<file path="config.mk">
export PLATFORM = sky130hd
export DESIGN_NAME = gain_command_line_parser_top_flat
export DESIGN_NICKNAME = d
export VERILOG_FILES = /design/src/rtl/gclp_pkg.sv /design/src/rtl/gclp_byte_if.sv /design/src/rtl/gclp_result_if.sv /design/src/rtl/gain_command_line_parser_top.sv /design/src/flat_wrapper.sv
export SDC_FILE = /design/constraint.sdc
export NUM_CORES = 1
export LEC_CHECK = 0
export ABC_AREA = 0
export ABC_CLOCK_PERIOD_IN_PS = 10000
export BUFFER_PORTS_ARGS = -buffer_cell sky130_fd_sc_hd__buf_2
export CELL_PAD_IN_SITES_DETAIL_PLACEMENT = 1
export CELL_PAD_IN_SITES_GLOBAL_PLACEMENT = 1
export CORE_UTILIZATION = 25
export DETAILED_ROUTE_END_ITERATION = 10
export MAX_ROUTING_LAYER = met4
export PLACE_DENSITY_LB_ADDON = 0.1
export SLEW_MARGIN = 25
export SYNTH_ARGS = -nofsm -noshare
export SYNTH_HDL_FRONTEND = slang
export SYNTH_SLANG_ARGS = --single-unit
</file>
<file path="constraint.sdc">
create_clock -name clk -period 10 [get_ports clk]
set_input_delay 1.5 -clock clk [delete_from_list [all_inputs] [get_ports clk]]
set_output_delay 1.5 -clock clk [all_outputs]
set_load 0.03 [all_outputs]
</file>
<file path="src/rtl/gclp_pkg.sv">
`timescale 1ns / 1ps
// ----------------------------------------------------------------------------
// gclp_pkg: shared definitions of the gain command line parser
// Character codes, widths, result codes and the register map.
// ----------------------------------------------------------------------------
package gclp_pkg;

	// Longest accepted line, the '!' included.
	localparam int LINE_MAX   = 256;
	localparam int LINE_CNT_W = $clog2(LINE_MAX + 2);

	localparam int CHAR_W   = 8;
	localparam int VALUE_W  = 18;
	localparam int GAIN_W   = 10;
	localparam int LEN_W    = 3;
	localparam int LEN_SAT  = 7;
	// Field characters that a legal length of four to six can read.
	localparam int FIELD_DEPTH = 6;
	// Raw digit sum before saturation.
	localparam int SUM_W    = 24;
	localparam int DIGIT_W  = 10;

	localparam int VALUE_LIMIT = 99999;

	// Division by 100 of a value below 100000 as a reciprocal multiply.
	localparam int DIV100_MUL   = 167773;
	localparam int DIV100_MUL_W = 18;
	localparam int DIV100_SHIFT = 24;

	localparam logic [CHAR_W-1:0] CHAR_EQUALS = 8'h3D;
	localparam logic [CHAR_W-1:0] CHAR_END    = 8'h21;
	localparam logic [CHAR_W-1:0] CHAR_MINUS  = 8'h2D;
	localparam logic [CHAR_W-1:0] CHAR_ZERO   = 8'h30;
	localparam logic [CHAR_W-1:0] CHAR_P      = 8'h50;
	localparam logic [CHAR_W-1:0] CHAR_I      = 8'h49;
	localparam logic [CHAR_W-1:0] CHAR_D      = 8'h44;
	localparam logic [CHAR_W-1:0] TAG_RESET   = 8'h32;

	typedef enum logic [1:0] {
		TGT_NONE = 2'd0,
		TGT_P    = 2'd1,
		TGT_I    = 2'd2,
		TGT_D    = 2'd3
	} target_t;

	typedef enum logic [1:0] {
		ST_OK       = 2'd0,
		ST_BAD_LEN  = 2'd1,
		ST_NO_EQ    = 2'd2,
		ST_OVERFLOW = 2'd3
	} status_t;

	// APB register map.
	localparam int APB_ADDR_W = 3;
	localparam int APB_DATA_W = 32;
	localparam logic REG_TARGET_TAG = 1'b0;

endpackage

</file>
<file path="src/rtl/gclp_byte_if.sv">
`timescale 1ns / 1ps
// ----------------------------------------------------------------------------
// gclp_byte_if: received character channel
// Valid/ready channel that carries one character per transfer.
// ----------------------------------------------------------------------------
interface gclp_byte_if;
	logic                         valid;
	logic                         ready;
	logic [gclp_pkg::CHAR_W-1:0]  rx_byte;

	modport source (output valid, output rx_byte, input ready);
	modport sink   (input valid, input rx_byte, output ready);
endinterface

</file>
<file path="src/rtl/gclp_result_if.sv">
`timescale 1ns / 1ps
// ----------------------------------------------------------------------------
// gclp_result_if: parse result channel
// Valid/ready channel that carries one line result per transfer.
// ----------------------------------------------------------------------------
interface gclp_result_if;
	logic                                valid;
	logic                                ready;
	logic [1:0]                          target;
	logic signed [gclp_pkg::VALUE_W-1:0] value_hundredths;
	logic [1:0]                          status;
	logic [gclp_pkg::GAIN_W-1:0]         gain_p;
	logic [gclp_pkg::GAIN_W-1:0]         gain_i;
	logic [gclp_pkg::GAIN_W-1:0]         gain_d;

	modport source (output valid, output target, output value_hundredths, output status,
		output gain_p, output gain_i, output gain_d, input ready);
	modport sink   (input valid, input target, input value_hundredths, input status,
		input gain_p, input gain_i, input gain_d, output ready);
endinterface

</file>
<file path="src/rtl/gain_command_line_parser_top.sv">
`timescale 1ns / 1ps
// ----------------------------------------------------------------------------
// gain_command_line_parser_top: PID gain command line parser
// Parses lines such as P2=12.34! into signed hundredths and loads gains.
// ----------------------------------------------------------------------------
// Throughput: one character transfer per cycle, '!' characters included, while
// the input is not stalled. The result of a line passes from the parse register
// (stage 1) to the result register (stage 2), where it is valid until taken.
// Characters stall only while both stages are full.
// Reset (arst_n low, asynchronous) clears the line state, the gains and both
// pipeline stages, and sets the target tag to '2'.
// ----------------------------------------------------------------------------
module gain_command_line_parser_top (
	input  logic                              clk,
	input  logic                              arst_n,
	gclp_byte_if.sink                         byte_in,
	gclp_result_if.source                     result,
	input  logic                              psel,
	input  logic                              penable,
	input  logic                              pwrite,
	input  logic [gclp_pkg::APB_ADDR_W-1:0]   paddr,
	input  logic [gclp_pkg::APB_DATA_W-1:0]   pwdata,
	output logic [gclp_pkg::APB_DATA_W-1:0]   prdata,
	output logic                              pready
);
	import gclp_pkg::*;

	// ------------------------------------------------------------------
	// Configuration register. Address bit 2 selects the register; only the
	// target tag exists, so every address with bit 2 set reads zero.
	// ------------------------------------------------------------------
	logic [CHAR_W-1:0] tag_q;
	logic              apb_wr;

	assign pready = 1'b1;
	assign apb_wr = psel && penable && pwrite && pready;

	always_ff @(posedge clk or negedge arst_n) begin
		if (!arst_n) begin
			tag_q <= TAG_RESET;
		end else if (apb_wr && (paddr[2] == REG_TARGET_TAG)) begin
			tag_q <= pwdata[CHAR_W-1:0];
		end
	end

	assign prdata = (paddr[2] == REG_TARGET_TAG)
		? {{(APB_DATA_W-CHAR_W){1'b0}}, tag_q} : '0;

	// ------------------------------------------------------------------
	// Line state. Every accepted character updates it; a '!' ends the
	// line, hands the parse to stage 1 and clears the state.
	// ------------------------------------------------------------------
	logic                  in_acc;
	logic                  is_end;
	logic [CHAR_W-1:0]     c;
	logic [LINE_CNT_W-1:0] line_cnt_q;
	logic [LINE_CNT_W-1:0] line_cnt_inc;
	logic [CHAR_W-1:0]     first_q;
	logic [CHAR_W-1:0]     second_q;
	logic                  eq_seen_q;
	logic                  minus_q;
	logic [LEN_W-1:0]      len_q;
	logic [CHAR_W-1:0]     win_q [FIELD_DEPTH];

	logic                  s1_valid_q;
	logic                  s1_adv;
	logic                  out_valid_q;

	assign c      = byte_in.rx_byte;
	assign is_end = (c == CHAR_END);
	assign in_acc = byte_in.valid && byte_in.ready;

	// The count saturates one above the line limit so an overflow sticks.
	assign line_cnt_inc = (line_cnt_q <= LINE_CNT_W'(LINE_MAX))
		? line_cnt_q + LINE_CNT_W'(1) : line_cnt_q;

	always_ff @(posedge clk or negedge arst_n) begin
		if (!arst_n) begin
			line_cnt_q <= '0;
			first_q    <= '0;
			second_q   <= '0;
			eq_seen_q  <= 1'b0;
			minus_q    <= 1'b0;
			len_q      <= '0;
		end else if (in_acc) begin
			if (is_end) begin
				line_cnt_q <= '0;
				first_q    <= '0;
				second_q   <= '0;
				eq_seen_q  <= 1'b0;
				minus_q    <= 1'b0;
				len_q      <= '0;
			end else begin
				line_cnt_q <= line_cnt_inc;
				if (line_cnt_q == '0) begin
					first_q <= c;
				end
				if (line_cnt_q == LINE_CNT_W'(1)) begin
					second_q <= c;
				end
				if (c == CHAR_EQUALS) begin
					// A later '=' restarts the field.
					eq_seen_q <= 1'b1;
					minus_q   <= 1'b0;
					len_q     <= '0;
				end else if (eq_seen_q) begin
					if (c == CHAR_MINUS && len_q == '0 && !minus_q) begin
						minus_q <= 1'b1;
					end else if (len_q != LEN_W'(LEN_SAT)) begin
						len_q <= len_q + LEN_W'(1);
					end
				end
			end
		end
	end

	// The field window is payload: the parse only reads entries that the
	// current field has written, so it needs neither reset nor clearing.
	always_ff @(posedge clk) begin
		if (in_acc && !is_end && c != CHAR_EQUALS && eq_seen_q
			&& !(c == CHAR_MINUS && len_q == '0 && !minus_q)) begin
			for (int k = FIELD_DEPTH - 1; k > 0; k--) begin
				win_q[k] <= win_q[k-1];
			end
			win_q[0] <= c;
		end
	end

	// ------------------------------------------------------------------
	// Parse of a finished line. The hundreds, tens and units digits sit
	// at fixed window places for every legal length; length five adds the
	// thousands digit and length six the thousands and ten-thousands digits.
	// ------------------------------------------------------------------
	logic [CHAR_W-1:0]        first_eff;
	logic [CHAR_W-1:0]        second_eff;
	logic                     overflow;
	logic                     len_ok;
	logic signed [DIGIT_W-1:0] dig [FIELD_DEPTH];
	logic signed [SUM_W-1:0]  raw_sum;
	logic signed [SUM_W-1:0]  signed_sum;
	logic signed [SUM_W-1:0]  sat_sum;
	target_t                  tgt_d;
	status_t                  status_d;
	logic signed [VALUE_W-1:0] value_d;

	assign first_eff  = (line_cnt_q == '0) ? c : first_q;
	assign second_eff = (line_cnt_q == LINE_CNT_W'(1)) ? c : second_q;
	assign overflow   = (line_cnt_inc > LINE_CNT_W'(LINE_MAX));
	assign len_ok     = len_q inside {LEN_W'(4), LEN_W'(5), LEN_W'(6)};

	always_comb begin
		for (int k = 0; k < FIELD_DEPTH; k++) begin
			dig[k] = $signed({{(DIGIT_W-CHAR_W){1'b0}}, win_q[k]})
				- $signed({{(DIGIT_W-CHAR_W){1'b0}}, CHAR_ZERO});
		end

		raw_sum = SUM_W'(dig[3]) * 24'sd100 + SUM_W'(dig[1]) * 24'sd10 + SUM_W'(dig[0]);
		if (len_q == LEN_W'(5) || len_q == LEN_W'(6)) begin
			raw_sum = raw_sum + SUM_W'(dig[4]) * 24'sd1000;
		end
		if (len_q == LEN_W'(6)) begin
			raw_sum = raw_sum + SUM_W'(dig[5]) * 24'sd10000;
		end
		if (!len_ok) begin
			raw_sum = '0;
		end

		signed_sum = minus_q ? -raw_sum : raw_sum;
		if (signed_sum > SUM_W'(VALUE_LIMIT)) begin
			sat_sum = SUM_W'(VALUE_LIMIT);
		end else if (signed_sum < -SUM_W'(VALUE_LIMIT)) begin
			sat_sum = -SUM_W'(VALUE_LIMIT);
		end else begin
			sat_sum = signed_sum;
		end

		tgt_d = TGT_NONE;
		if (second_eff == tag_q) begin
			case (first_eff)
				CHAR_P:  tgt_d = TGT_P;
				CHAR_I:  tgt_d = TGT_I;
				CHAR_D:  tgt_d = TGT_D;
				default: tgt_d = TGT_NONE;
			endcase
		end

		// Overflow wins over a missing '='; both report nothing else.
		if (overflow) begin
			status_d = ST_OVERFLOW;
			tgt_d    = TGT_NONE;
			value_d  = '0;
		end else if (!eq_seen_q) begin
			status_d = ST_NO_EQ;
			tgt_d    = TGT_NONE;
			value_d  = '0;
		end else begin
			status_d = len_ok ? ST_OK : ST_BAD_LEN;
			value_d  = VALUE_W'(sat_sum);
		end
	end

	// ------------------------------------------------------------------
	// Stage 1: parsed line. It moves on when the result register is free or
	// being emptied, so a character can enter in every cycle unless stage 1 is held.
	// ------------------------------------------------------------------
	target_t                   tgt_s1;
	status_t                   status_s1;
	logic signed [VALUE_W-1:0] value_s1;

	assign s1_adv        = s1_valid_q && (!out_valid_q || result.ready);
	assign byte_in.ready = !s1_valid_q || s1_adv;

	always_ff @(posedge clk or negedge arst_n) begin
		if (!arst_n) begin
			s1_valid_q <= 1'b0;
		end else if (in_acc && is_end) begin
			s1_valid_q <= 1'b1;
		end else if (s1_adv) begin
			s1_valid_q <= 1'b0;
		end
	end

	always_ff @(posedge clk) begin
		if (in_acc && is_end) begin
			tgt_s1    <= tgt_d;
			status_s1 <= status_d;
			value_s1  <= value_d;
		end
	end

	// ------------------------------------------------------------------
	// Stage 2: gain update and result register. The integer part comes
	// from a reciprocal multiply; it is exact for values below 100000.
	// The gain registers only change as a result enters the result
	// register, so they serve directly as the gain fields of the result.
	// ------------------------------------------------------------------
	localparam int PROD_W = VALUE_W - 1 + DIV100_MUL_W;

	logic [PROD_W-1:0] div_prod;
	logic [GAIN_W-1:0] gain_new;
	logic [GAIN_W-1:0] gain_p_q;
	logic [GAIN_W-1:0] gain_i_q;
	logic [GAIN_W-1:0] gain_d_q;
	target_t           tgt_q;
	status_t           status_q;
	logic signed [VALUE_W-1:0] value_q;

	assign div_prod = PROD_W'(value_s1[VALUE_W-2:0]) * PROD_W'(DIV100_MUL);
	assign gain_new = (value_s1 > 0) ? div_prod[DIV100_SHIFT +: GAIN_W] : '0;

	always_ff @(posedge clk or negedge arst_n) begin
		if (!arst_n) begin
			out_valid_q <= 1'b0;
			gain_p_q    <= '0;
			gain_i_q    <= '0;
			gain_d_q    <= '0;
		end else begin
			if (s1_adv) begin
				out_valid_q <= 1'b1;
			end else if (result.ready) begin
				out_valid_q <= 1'b0;
			end
			if (s1_adv) begin
				case (tgt_s1)
					TGT_P:   gain_p_q <= gain_new;
					TGT_I:   gain_i_q <= gain_new;
					TGT_D:   gain_d_q <= gain_new;
					default: ;
				endcase
			end
		end
	end

	always_ff @(posedge clk) begin
		if (s1_adv) begin
			tgt_q    <= tgt_s1;
			status_q <= status_s1;
			value_q  <= value_s1;
		end
	end

	assign result.valid            = out_valid_q;
	assign result.target           = tgt_q;
	assign result.status           = status_q;
	assign result.value_hundredths = value_q;
	assign result.gain_p           = gain_p_q;
	assign result.gain_i           = gain_i_q;
	assign result.gain_d           = gain_d_q;

	// ------------------------------------------------------------------
	// Assertions.
	// ------------------------------------------------------------------
	a_end_fills_s1: assert property (@(posedge clk) disable iff (!arst_n)
		(in_acc && is_end) |=> (s1_valid_q && line_cnt_q == '0 && !eq_seen_q))
		else $error("line end did not load stage 1 or clear the line state");

	a_stall_blocks_input: assert property (@(posedge clk) disable iff (!arst_n)
		(s1_valid_q && out_valid_q && !result.ready) |-> !byte_in.ready)
		else $error("input taken while both stages are full and stalled");

	a_rejected_line_quiet: assert property (@(posedge clk) disable iff (!arst_n)
		(result.valid && (result.status == ST_NO_EQ || result.status == ST_OVERFLOW))
		|-> (result.target == TGT_NONE && result.value_hundredths == '0))
		else $error("rejected line carries a target or a value");

	a_gain_range: assert property (@(posedge clk) disable iff (!arst_n)
		(gain_p_q <= GAIN_W'(999) && gain_i_q <= GAIN_W'(999) && gain_d_q <= GAIN_W'(999)))
		else $error("gain register above 999");

	a_gains_hold_on_stall: assert property (@(posedge clk) disable iff (!arst_n)
		(result.valid && !result.ready) |=>
		($stable(gain_p_q) && $stable(gain_i_q) && $stable(gain_d_q)))
		else $error("gain changed while its result waits");

endmodule

</file>
<file path="src/flat_wrapper.sv">
// flat-port wrapper written by rule: the top's interface ports become plain ports
module gain_command_line_parser_top_flat import gclp_pkg::*;
  (clk, arst_n, psel, penable, pwrite, paddr, pwdata, prdata, pready, byte_in_valid, byte_in_rx_byte, byte_in_ready, result_valid, result_target, result_value_hundredths, result_status, result_gain_p, result_gain_i, result_gain_d, result_ready);
  gclp_byte_if byte_in_i ();
  gclp_result_if result_i ();
  input  logic clk;
  input  logic arst_n;
  input  logic psel;
  input  logic penable;
  input  logic pwrite;
  input  logic [gclp_pkg::APB_ADDR_W-1:0] paddr;
  input  logic [gclp_pkg::APB_DATA_W-1:0] pwdata;
  output logic [gclp_pkg::APB_DATA_W-1:0] prdata;
  output logic pready;
  input wire logic [$bits(byte_in_i.valid)-1:0] byte_in_valid;
  input wire logic [$bits(byte_in_i.rx_byte)-1:0] byte_in_rx_byte;
  output wire logic [$bits(byte_in_i.ready)-1:0] byte_in_ready;
  output wire logic [$bits(result_i.valid)-1:0] result_valid;
  output wire logic [$bits(result_i.target)-1:0] result_target;
  output wire logic [$bits(result_i.value_hundredths)-1:0] result_value_hundredths;
  output wire logic [$bits(result_i.status)-1:0] result_status;
  output wire logic [$bits(result_i.gain_p)-1:0] result_gain_p;
  output wire logic [$bits(result_i.gain_i)-1:0] result_gain_i;
  output wire logic [$bits(result_i.gain_d)-1:0] result_gain_d;
  input wire logic [$bits(result_i.ready)-1:0] result_ready;
  assign byte_in_i.valid = byte_in_valid;
  assign byte_in_i.rx_byte = byte_in_rx_byte;
  assign byte_in_ready = byte_in_i.ready;
  assign result_valid = result_i.valid;
  assign result_target = result_i.target;
  assign result_value_hundredths = result_i.value_hundredths;
  assign result_status = result_i.status;
  assign result_gain_p = result_i.gain_p;
  assign result_gain_i = result_i.gain_i;
  assign result_gain_d = result_i.gain_d;
  assign result_i.ready = result_ready;
  gain_command_line_parser_top u_core (.clk(clk), .arst_n(arst_n), .byte_in(byte_in_i), .result(result_i), .psel(psel), .penable(penable), .pwrite(pwrite), .paddr(paddr), .pwdata(pwdata), .prdata(prdata), .pready(pready));
endmodule
</file>
Word level (Yosys, flattened, before mapping):

Memory sizes are Yosys's and may differ from the RTL's.
Cells that the tools add are included.

* bits in registers: 114
* memory bits (writable): 48
* input bits: 50
* output and inout bits: 87
* word-level logic and storage cells: 135
* memories kept: 1

* $add $sub $neg: 12
* multiply operators: 5
* $lt $le $gt $ge: 5
* equal/unequal tests: 17
* muxes and demuxes: 34
* bitwise logic cells: 3
* reduce and logical (&&, ||, !) cells: 38

Memories
* u_core.win_q: depth 6, width 8, read ports 6, clocked after Yosys merged registers in 0, wr ports 6, line gain_command_line_parser_top.sv:63 `logic [CHAR_W-1:0] win_q [FIELD_DEPTH];`

Operator list (number)
* 24-bit 2-to-1 mux: 4
* 24-bit adder: 3
* 8-bit by 6-bit subtractor with 9-bit output (second input constant): 5
* 8-bit 2-to-1 mux: 5
* 17-bit by 18-bit multiplier with 34-bit output (second input constant): 1
* 24-bit by 9-bit adder with 24-bit output: 1
* 8-bit by 6-bit == test with 1-bit output (second input constant): 3
* 8-bit by 7-bit == test with 1-bit output (second input constant): 3
* 24-bit by 18-bit > comparator with 1-bit output (second input constant): 1
* 24-bit by 18-bit < comparator with 1-bit output (second input constant): 1
* 24-bit negation: 1
* 9-bit by 11-bit multiplier with 20-bit output (second input constant): 1
* 18-bit by 1-bit > comparator with 1-bit output (second input constant): 1
* 18-bit 2-to-1 mux: 1
* 9-bit 2-to-1 mux: 2
* 9-bit by 8-bit multiplier with 17-bit output (second input constant): 1
* 17-bit 2-to-1 mux: 1
* 9-bit by 6-bit multiplier with 15-bit output (second input constant): 1
* 3-bit 2-to-1 mux: 5
* 1-bit 2-to-1 mux: 14
* 9-bit by 4-bit multiplier with 13-bit output (second input constant): 1
* 1-bit logical AND: 12
* 3-bit nonzero test: 4
* 10-bit 2-to-1 mux: 1
* other kinds (24): 41

Longest topological paths before layout:

Gate-level depths: netlist (run 1).
An unclocked memory read counts as a cell.

* depth after elaboration: 15
* mapped depth: 46
* depth with buffers taken out: 44

Worst setup path before layout (run 1):

No wires, ideal clock.

* path kind: register -> register
* start point: memory u_core.win_q[3][4]
* end point: register u_core.value_s1[11], data pin
* setup time: 0.147 ns
* arrival time: 9.711 ns
* data required time: 9.853 ns
* slack: 0.142 ns
* cell stages (with the launch flop): 41
* path buffers: 3
* clock period less this slack: 9.858 ns
* path through: edfxtp_1 > ha_1 > nor3_1 > fa_1 > ha_1 > ha_1 > a21oi_1 > o21bai_1 > a21oi_1 > xnor2_1 > fa_1 > inv_1 > ha_1 > clkbuf_1 > o21a_1 > nor2_1 > or2_1 > xnor2_1 > [5 not listed] > nor2_1 > xnor2_1 > o21ai_0 > ha_1 > a21oi_1 > a21boi_0 > o21ai_1 > a32o_1 > a311oi_1 > xnor2_1 > a22oi_2 > or4b_2 > or4_1 > o211ai_2 > a41oi_2 > or2_1 > buf_2 > a21oi_1

RTL lines
* start, declared: line gain_command_line_parser_top.sv:63
* end signal, assigned: line gain_command_line_parser_top.sv:227 `value_s1 <= value_d;`
* end, declared: line gain_command_line_parser_top.sv:208 `logic signed [VALUE_W-1:0] value_s1;`

==> results.sh, run 1 <==
export IMPL_status="completed"
export IMPL_num_vias=16500
export IMPL_drv_slew=0
export IMPL_synth_edf_count=92
export IMPL_gp_congestion=0.828
export IMPL_wl_per_cell_um=17.9
export IMPL_arrival_ns=9.91
export IMPL_hp_class="reg -> reg"
export IMPL_clk_pin_slew_ns=0.08
export IMPL_drtAntennaViolNets=0
export IMPL_criticalPathCategory="reg -> reg"
export IMPL_synthCells=2179
export IMPL_cts_tree="built"
export IMPL_async_flop_share_pct=43.2
export IMPL_drcViolationCount=0
export IMPL_cp_common_cell="buf_4"
export IMPL_finClkSkew_ns=0.0360
export IMPL_die_area_um2=85700
export IMPL_vias_per_cell=4.61
export IMPL_htreeDepth=4
export IMPL_cp_required_ns=10.32
export IMPL_worst_pin_slew_ns=0.928
export IMPL_cpPeakStageDelay_ns=0.54
export IMPL_ys_seq_area_share_pct=21.4
export IMPL_io_pins=137
export IMPL_synth_ff_type="edfxtp_1"
export IMPL_maxCapViolations=0
export IMPL_period_share_pct=95.8
export IMPL_cts_sinks=162
export IMPL_cp_start_kind="flip-flop"
export IMPL_drt_iter0_markers=503
export IMPL_design_area_um2=25500
export IMPL_firstDrtPassIters=6
export IMPL_holdBufCountCts=0
export IMPL_hp_start="u_core.status_s1[1]"
export IMPL_path_delay_family="adder cells"
export IMPL_die_x_um=293
export IMPL_placed_cell_area_um2=24000
export IMPL_synthTopCellsByArea="ha_1, fa_1, edfxtp_1"
export IMPL_coreArea_um2=83700
export IMPL_start_util_pct=25.3
export IMPL_yosys_area_top_type_share_pct=20.4
export IMPL_port_buffers=85
export IMPL_cts_path_max_buffers=2
export IMPL_finalHoldViolCount=0
export IMPL_antenna_found_initial=0
export IMPL_setup_viol_count_final=0
export IMPL_max_freq_mhz=104
export IMPL_crit_path_end_kind="flip-flop"
export IMPL_numCtsBuffers=17
export IMPL_grt_pass1_vias=17900
export IMPL_overflow=0
export IMPL_grt_pass1_wl_mm=102
export IMPL_cp_buffers_inverters=7
export IMPL_grt_usage_pct=15.8
export IMPL_leakagePower_uw=0.0120
export IMPL_yosysTopAreaCell="ha_1"
export IMPL_rows=106
export IMPL_clockRootBuffer="clkbuf_16"
export IMPL_p_total_uw=6510
export IMPL_crit_fanout=7
export IMPL_grt_max_degree=71
export IMPL_dieHeight_um=293
export IMPL_p_per_area_nw_per_um2=255
export IMPL_post_synth_cell_area_avg_um2=9.70
export IMPL_clk_latency_ns=0.50
export IMPL_irDropWorstVdd_mv=0.212
export IMPL_dpl_hpwl_mm=53.5
export IMPL_drt_total_wl_mm=64.1
export IMPL_fillers=9548
export IMPL_final_nets=3012
export IMPL_rr_startpoint="u_core.win_q[3][4]"
export IMPL_drive_above_1_share_pct=19.5
export IMPL_synth_distinct_cells=96
export IMPL_antenna_cells=0
export IMPL_slew_headroom_pct=38.0
export IMPL_worst_path_max_delay_cell="fa_1"
export IMPL_ys_warn_count=0
export IMPL_cp_startpoint="u_core.win_q[3][4]"
export IMPL_ys_ff_latch=162
export IMPL_area_delta_synth_final_pct=20.8
export IMPL_syn_area_um2=21100
export IMPL_fin_crit_ns=9.58
-- stage by stage --
step	setup TNS (ns)	util [%]	cells	hold slack (ns)	setup WS, ns
floorplan	0	-	2203	0.400	0.142
global placement	-2.77	28.7	3527	0.405	-0.194
detailed placement	-5.50	28.7	3527	0.405	-0.367
CTS	0	29.6	3564	0.420	0.000888
global route	-0.257	30.5	3585	0.429	-0.0431
finish	0	30.5	3585	0.424	0.416
-- cells by family after synthesis --
kind of cell    synth area share [%]
buf+inv                         7.58
mux                             1.74
xor+xnor                        5.51
compound gates                  15.5
other cells                   0.0355
simple gates                    10.8
flops                           21.4
fa+ha+maj                       37.4
-- report_power, final --
part,switching [µW],internal [µW],total (µW)
sequential,70.4,765,836
combinational,2640,2340,4970
clock,361,340,701
-- repair_timing --
action / CTS / global route
gates cloned: 0 / 1
buffers inserted: 5 / 20
hold endpoints to repair: 0 / 0
pin swaps: 12 / 38
endpoints found under the setup margin: 17 / 18
gates resized for setup: 27 / 96
-- final timing paths --
kind / to / depth (start not counted) / slack, ns
min in group asynchronous: u_core.line_cnt_q[6] / 1 / 0.90
max: u_core.value_s1[5] / 41 / 0.42
min reg2reg: u_core.result.status[1] / 0 / 0.42
max reg2reg: u_core.value_s1[5] / 41 / 0.42
min: u_core.result.status[1] / 0 / 0.42
max in group asynchronous: u_core.result.gain_d[5] / 2 / 8.54
-- metal layers --
layer,up-vias,global-route usage (%),wire length [µm]
li1,8083,-,-
met2,135,26.7,31600
met4,0,2.86,616
met1,8295,20.3,30600
met3,31,1.86,1240
met5,-,-,0
-- synth_stat cells, types with 14 or more instances --
| master | instances |
|---|---|
| o21ai_0 | 82 |
| inv_1 | 318 |
| nor2b_1 | 25 |
| a21oi_1 | 113 |
| mux2i_1 | 15 |
| or3_1 | 15 |
| nand2_1 | 129 |
| o21ai_1 | 15 |
| o31ai_1 | 22 |
| dfrtp_1 | 67 |
| a31oi_1 | 22 |
| nor2_1 | 97 |
| mux2_2 | 18 |
| xnor2_1 | 78 |
| xor2_1 | 53 |
| o21a_1 | 20 |
| o211ai_1 | 14 |
| nor3_1 | 39 |
| a21o_1 | 35 |
| edfxtp_1 | 92 |
| fa_1 | 179 |
| ha_1 | 345 |
| nand3_1 | 35 |
| a22o_1 | 29 |
| nand2b_1 | 23 |
| a211oi_1 | 18 |
| clkbuf_1 | 37 |
| buf_4 | 26 |
-- flip-flops by register name (all words and copies together), names as in the netlist, 3 cells and up --
signal and flops:
u_core.len_q 3, u_core.value_s1 18, u_core.first_q 8, u_core.tag_q 8
u_core.win_q 48, u_core.line_cnt_q 9, u_core.second_q 8, u_core.result.gain_i 10
u_core.result.gain_d 10, u_core.result.value_hundredths 18, u_core.result.gain_p 10
-- placed cells by master (no fill, tap or decap), drive strengths merged, types with 67 or more instances in the layout --
master,n
buf,291
ha,345
nor2,97
dfrtp,67
o21ai,97
nand2,129
fa,179
edfxtp,92
inv,328
xnor2,78
a21oi,113
-- cell type report --
type,instances,area (µm²),area share [%]
repair buffers,291,2010,7.87
multi-input cells,1648,15800,61.8
inverters,318,1190,4.67
clock inverters,15,180,0.706
clock buffers,17,425,1.67
flip-flops and latches,162,4520,17.7
well taps,1134,1420,5.56
Power figures use the tool's default switching activity.
==> run 2: changes to the inputs <==
--- a/config.mk
+++ b/config.mk
@@ -9,7 +9,7 @@
 export ABC_CLOCK_PERIOD_IN_PS = 10000
 export BUFFER_PORTS_ARGS = -buffer_cell sky130_fd_sc_hd__buf_2
 export CELL_PAD_IN_SITES_DETAIL_PLACEMENT = 1
-export CELL_PAD_IN_SITES_GLOBAL_PLACEMENT = 1
+export CELL_PAD_IN_SITES_GLOBAL_PLACEMENT = 2
 export CORE_UTILIZATION = 25
 export DETAILED_ROUTE_END_ITERATION = 10
 export MAX_ROUTING_LAYER = met4
==> run 2 against run 1 <==
Non-clock buffer count rose by 12. Total power increased by 4.1%. Clock skew decreased by 0.021 ns. Global-route usage rose by 0.49 points. Largest cell class unchanged.
==> results.sh, run 2 (synthesized netlist as in run 1, its figures left out) <==
export IMPL_status="completed"
export IMPL_fin_crit_ns=9.63
export IMPL_largest_reg_flops=48
export IMPL_clockRootBuffer="clkbuf_16"
export IMPL_firstDrtPassIters=4
export IMPL_slew_headroom_pct=33.0
export IMPL_path_delay_family="compound AO/OA/AOI/OAI gates"
export IMPL_finClkSkew_ns=0.0154
export IMPL_period_share_pct=96.3
export IMPL_cpPeakStageDelay_ns=0.61
export IMPL_drtAntennaViolNets=0
export IMPL_criticalPathCategory="reg -> reg"
export IMPL_numCtsBuffers=17
export IMPL_cts_tree="built"
export IMPL_reg2reg_to="u_core.value_s1[6]"
export IMPL_final_common_cell="ha_1"
export IMPL_num_vias=16500
export IMPL_htreeDepth=4
export IMPL_cp_buffers_inverters=5
export IMPL_clk_latency_ns=0.49
export IMPL_wl_per_cell_um=18.2
export IMPL_antenna_cells=0
export IMPL_irDropWorstVdd_mv=0.171
export IMPL_overflow=0
export IMPL_arrival_ns=9.97
export IMPL_io_pins=137
export IMPL_clk_pin_slew_ns=0.07
export IMPL_placed_cell_area_um2=24100
export IMPL_cp_startpoint="u_core.win_q[3][4]"
export IMPL_rr_startpoint="u_core.win_q[3][4]"
export IMPL_hp_start="u_core.win_q[2][1]"
export IMPL_final_nets=3023
export IMPL_die_area_um2=85700
export IMPL_max_freq_mhz=104
export IMPL_cts_sinks=162
export IMPL_vias_per_cell=4.58
export IMPL_worst_path_max_delay_cell="or4b_2"
export IMPL_drt_iter0_markers=500
export IMPL_reg2reg_depth=38
export IMPL_drv_slew=0
export IMPL_r2r_slack_ns=0.37
export IMPL_rows=106
export IMPL_grt_max_degree=71
export IMPL_setup_viol_count_final=0
export IMPL_worst_pin_slew_ns=0.998
export IMPL_grt_pass1_wl_mm=104
export IMPL_design_area_um2=25700
export IMPL_drive_above_1_share_pct=20.4
export IMPL_area_delta_synth_final_pct=21.6
export IMPL_crit_fanout=7
export IMPL_dieHeight_um=293
export IMPL_top_register="u_core.win_q"
export IMPL_die_x_um=293
export IMPL_cts_path_max_buffers=2
export IMPL_cp_start_kind="flip-flop"
export IMPL_crit_path_end_kind="flip-flop"
export IMPL_antenna_found_initial=1
export IMPL_pre_cts_ws_ns=-0.427
export IMPL_cp_required_ns=10.34
export IMPL_hold_path_depth=0
export IMPL_drt_total_wl_mm=65.6
export IMPL_finalHoldViolCount=0
export IMPL_maxCapViolations=0
export IMPL_gp_congestion=0.806
export IMPL_p_per_area_nw_per_um2=264
export IMPL_port_buffers=85
export IMPL_grt_pass1_vias=17900
export IMPL_dpl_hpwl_mm=54.5
export IMPL_leakagePower_uw=0.0121
export IMPL_coreArea_um2=83700
export IMPL_whs_endpoint="u_core.win_q[3][1]"
export IMPL_drcViolationCount=0
export IMPL_fin_ws_ns=0.370
export IMPL_hp_class="reg -> reg"
export IMPL_start_util_pct=25.3
export IMPL_layout_common_cells="ha_1, inv_1, buf_4"
export IMPL_grt_usage_pct=16.3
[run 2: worst max-delay path by stage]
stage,end,cells past startpoint
6_report,u_core.value_s1[6],38
5_1_grt,u_core.value_s1[8],42
4_1_cts,u_core.value_s1[5],42
3_5_place_dp,u_core.value_s1[3],42
3_3_place_gp,u_core.value_s1[7],39
2_1_floorplan,u_core.value_s1[11],40
[run 2: timing repair]
item	in CTS	in global routing
gates cloned	0	0
gates resized for setup	38	108
hold buffers	0	0
endpoints found under the setup margin	18	18
setup buffers	11	17
pin swaps	19	45
[run 2: per-layer routing]
metal	wire [µm]	global-route usage (%)	up-vias
met5	0	-	-
met2	31200	26.4	108
met3	1170	1.84	30
met4	616	3.09	0
met1	32500	21.9	8211
li1	-	-	8109
[run 2: layout make-up]
cell class / instances / area, µm²
clock buffers: 20 / 489
well taps: 1134 / 1420
fillers: 9598 / 58000
inverters: 318 / 1190
flip-flops and latches: 162 / 4520
multi-input cells: 1647 / 15900
repair buffers: 303 / 2070
clock inverters: 12 / 136
[run 2: power by group]
part | switching [µW] | leakage, µW | internal (µW)
sequential | 70.3 | 0.00171 | 766
combinational | 2740 | 0.0101 | 2480
clock | 329 | 0.000302 | 387
[run 2: metrics by stage]
stage | util, % | TNS (ns) | hold slack, ns | total power [µW] | std cells
floorplan | - | 0 | 0.400 | 3550 | 2203
global placement | 28.8 | -4.31 | 0.405 | 5350 | 3536
detailed placement | 28.8 | -6.41 | 0.407 | 5380 | 3536
CTS | 29.8 | 0 | 0.423 | 6350 | 3579
global route | 30.7 | -0.321 | 0.440 | 7390 | 3596
finish | 30.7 | 0 | 0.423 | 6780 | 3596
==> run 3: changes to the inputs <==
--- a/config.mk
+++ b/config.mk
@@ -13,7 +13,7 @@
 export CORE_UTILIZATION = 25
 export DETAILED_ROUTE_END_ITERATION = 10
 export MAX_ROUTING_LAYER = met4
-export PLACE_DENSITY_LB_ADDON = 0.1
+export PLACE_DENSITY_LB_ADDON = 0.2
 export SLEW_MARGIN = 25
 export SYNTH_ARGS = -nofsm -noshare
 export SYNTH_HDL_FRONTEND = slang
==> constraint.sdc (replaced) <==
create_clock -name clk -period 10 [get_ports clk]
set_input_delay 1 -clock clk [delete_from_list [all_inputs] [get_ports clk]]
set_output_delay 1 -clock clk [all_outputs]
set_load 0.03 [all_outputs]
==> run 3 against run 2 <==
Critical path type unchanged. Sequential power barely moved. Hold slack barely moved. Clock power fell by 3.1%. Combinational power fell by 5.0%. Final cell count fell by 1.7%. Critical endpoint is now u_core.value_s1[14]. Count of clock-buffer cells in the layout fell by 3. Largest cell class unchanged. Clock skew rose by 0.0041 ns. Cell area fell by 2.4%. Via count fell by 0.78%. Register-to-register slack improved by 0.07 ns. Fmax rose by 0.78%.
==> results.sh, run 3 (synthesized netlist as in run 1, its figures left out) <==
export IMPL_grt_pass1_wl_mm=100
export IMPL_fin_crit_ns=9.56
export IMPL_wl_per_cell_um=17.8
export IMPL_gp_congestion=0.815
export IMPL_cpPeakStageDelay_ns=0.61
export IMPL_grt_max_degree=71
export IMPL_setup_viol_count_final=0
export IMPL_drt_total_wl_mm=63.1
export IMPL_cp_required_ns=10.34
export IMPL_overflow=0
export IMPL_antenna_cells=0
export IMPL_leakagePower_uw=0.0117
export IMPL_fillers=9569
export IMPL_top_register="u_core.win_q"
export IMPL_antenna_found_initial=0
export IMPL_area_delta_synth_final_pct=18.6
export IMPL_hp_class="reg -> reg"
export IMPL_final_common_cell="ha_1"
export IMPL_worst_path_max_delay_cell="or4b_2"
export IMPL_slew_headroom_pct=37.2
export IMPL_p_total_uw=6490
export IMPL_drt_iter0_markers=466
export IMPL_finClkSkew_ns=0.0194
export IMPL_grt_pass1_vias=18000
export IMPL_numCtsBuffers=17
export IMPL_die_area_um2=85700
export IMPL_status="completed"
export IMPL_pre_cts_ws_ns=-0.169
export IMPL_die_x_um=293
export IMPL_firstDrtPassIters=4
export IMPL_cts_path_max_buffers=2
export IMPL_fin_hold_ws_ns=0.423
export IMPL_worst_pin_slew_ns=0.942
export IMPL_dpl_hpwl_mm=52.6
export IMPL_fin_ws_ns=0.444
export IMPL_dp_cells=3477
export IMPL_layout_common_cells="ha_1, inv_1, fa_1"
export IMPL_final_nets=2962
export IMPL_clk_pin_slew_ns=0.08
export IMPL_stdcell_count=3535
export IMPL_cts_sinks=162
export IMPL_drtAntennaViolNets=0
export IMPL_rows=106
export IMPL_grt_usage_pct=15.4
export IMPL_port_buffers=85
export IMPL_arrival_ns=9.89
export IMPL_crit_path_end_kind="flip-flop"
export IMPL_drv_slew=0
export IMPL_criticalPathCategory="reg -> reg"
export IMPL_htreeDepth=4
export IMPL_cp_start_kind="flip-flop"
export IMPL_clockRootBuffer="clkbuf_16"
export IMPL_maxCapViolations=0
export IMPL_irDropWorstVdd_mv=0.194
export IMPL_drive_above_1_share_pct=17.8
export IMPL_drcViolationCount=0
export IMPL_cp_common_cell="ha_1"
export IMPL_finalHoldViolCount=0
export IMPL_period_share_pct=95.6
export IMPL_start_util_pct=25.3
export IMPL_vias_per_cell=4.62
export IMPL_io_pins=137
export IMPL_max_freq_mhz=105
export IMPL_largest_reg_flops=48
export IMPL_num_vias=16300
export IMPL_clk_latency_ns=0.50
export IMPL_crit_fanout=7
export IMPL_cts_tree="built"
export IMPL_p_per_area_nw_per_um2=259
export IMPL_coreArea_um2=83700
export IMPL_dieHeight_um=293
==> run 3: cell types whose count changed in the layout (fill, tap and decap cells not counted), sizes merged <==
| cell | before | now |
|---|---|---|
| buf | 303 | 242 |
| clkbuf | 20 | 17 |
| clkinv | 3 | 6 |
| clkinvlp | 2 | 1 |
| inv | 324 | 325 |
==> run 3: worst max-delay path: cells and delay by family, from the launching register on <==
kind,cells,cell delay (ns)
AOI/OAI and AO/OA,13,2.38
DFF,1,0.40
and+or+nand+nor,9,2.16
buffers and inverters,7,0.88
adders and majority gates,9,2.94
xor gates and xnor gates,4,0.66
==> run 3: layout make-up <==
cell class / count / area (µm²) / share of cell area, %
well taps: 1134 / 1420 / 5.66
flip-flops and latches: 162 / 4520 / 18.0
multi-input cells: 1647 / 15700 / 62.7
repair buffers: 242 / 1610 / 6.44
inverters: 318 / 1190 / 4.76
clock buffers: 17 / 425 / 1.70
clock inverters: 15 / 168 / 0.669
==> run 3: final timing paths <==
kind / start / end / slack (ns) / depth (start not counted)
worst max register to register: u_core.win_q[3][4] / u_core.value_s1[14] / 0.44 / 42
worst max-delay path: u_core.win_q[3][4] / u_core.value_s1[14] / 0.44 / 42
max in group asynchronous: arst_n / u_core.minus_q / 9.01 / 1
min in group asynchronous: arst_n / u_core.result.gain_i[2] / 0.54 / 1
worst min register to register: u_core.status_s1[0] / u_core.result.status[0] / 0.42 / 0
worst min-delay path: u_core.status_s1[0] / u_core.result.status[0] / 0.42 / 0
==> run 3: stage by stage <==
stage	util [%]	area (µm²)	TNS, ns
2_1_floorplan	-	21200	0
3_3_place_gp	28.3	23700	-0.576
3_5_place_dp	28.3	23700	-1.94
4_1_cts	29.1	24400	0
5_1_grt	30.0	25100	-0.102
6_report	30.0	25100	0
==> run 3: per-layer routing <==
metal  global-route usage [%]  vias up  part of all wire, %
li1                         -     7978                    -
met1                     19.0     8190                   47
met2                     27.0      121                   50
met3                     1.49       40                  1.5
met4                     3.44        0                  1.4
met5                        -        -                    0
==> run 3: what timing repair did <==
| item | 4_1_cts | 5_1_grt |
|---|---|---|
| pin swaps | 4 | 34 |
| buffers inserted | 10 | 16 |
| setup endpoints to repair | 17 | 18 |
| resized for setup | 13 | 115 |
| hold buffers | 0 | 0 |
==> run 3: report_power, final <==
part	leakage [µW]	switching, µW	internal, µW	total [µW]
clock	0.000289	341	354	695
sequential	0.00171	69.8	765	835
combinational	0.00971	2630	2320	4960
total	0.0117	3040	3440	6490
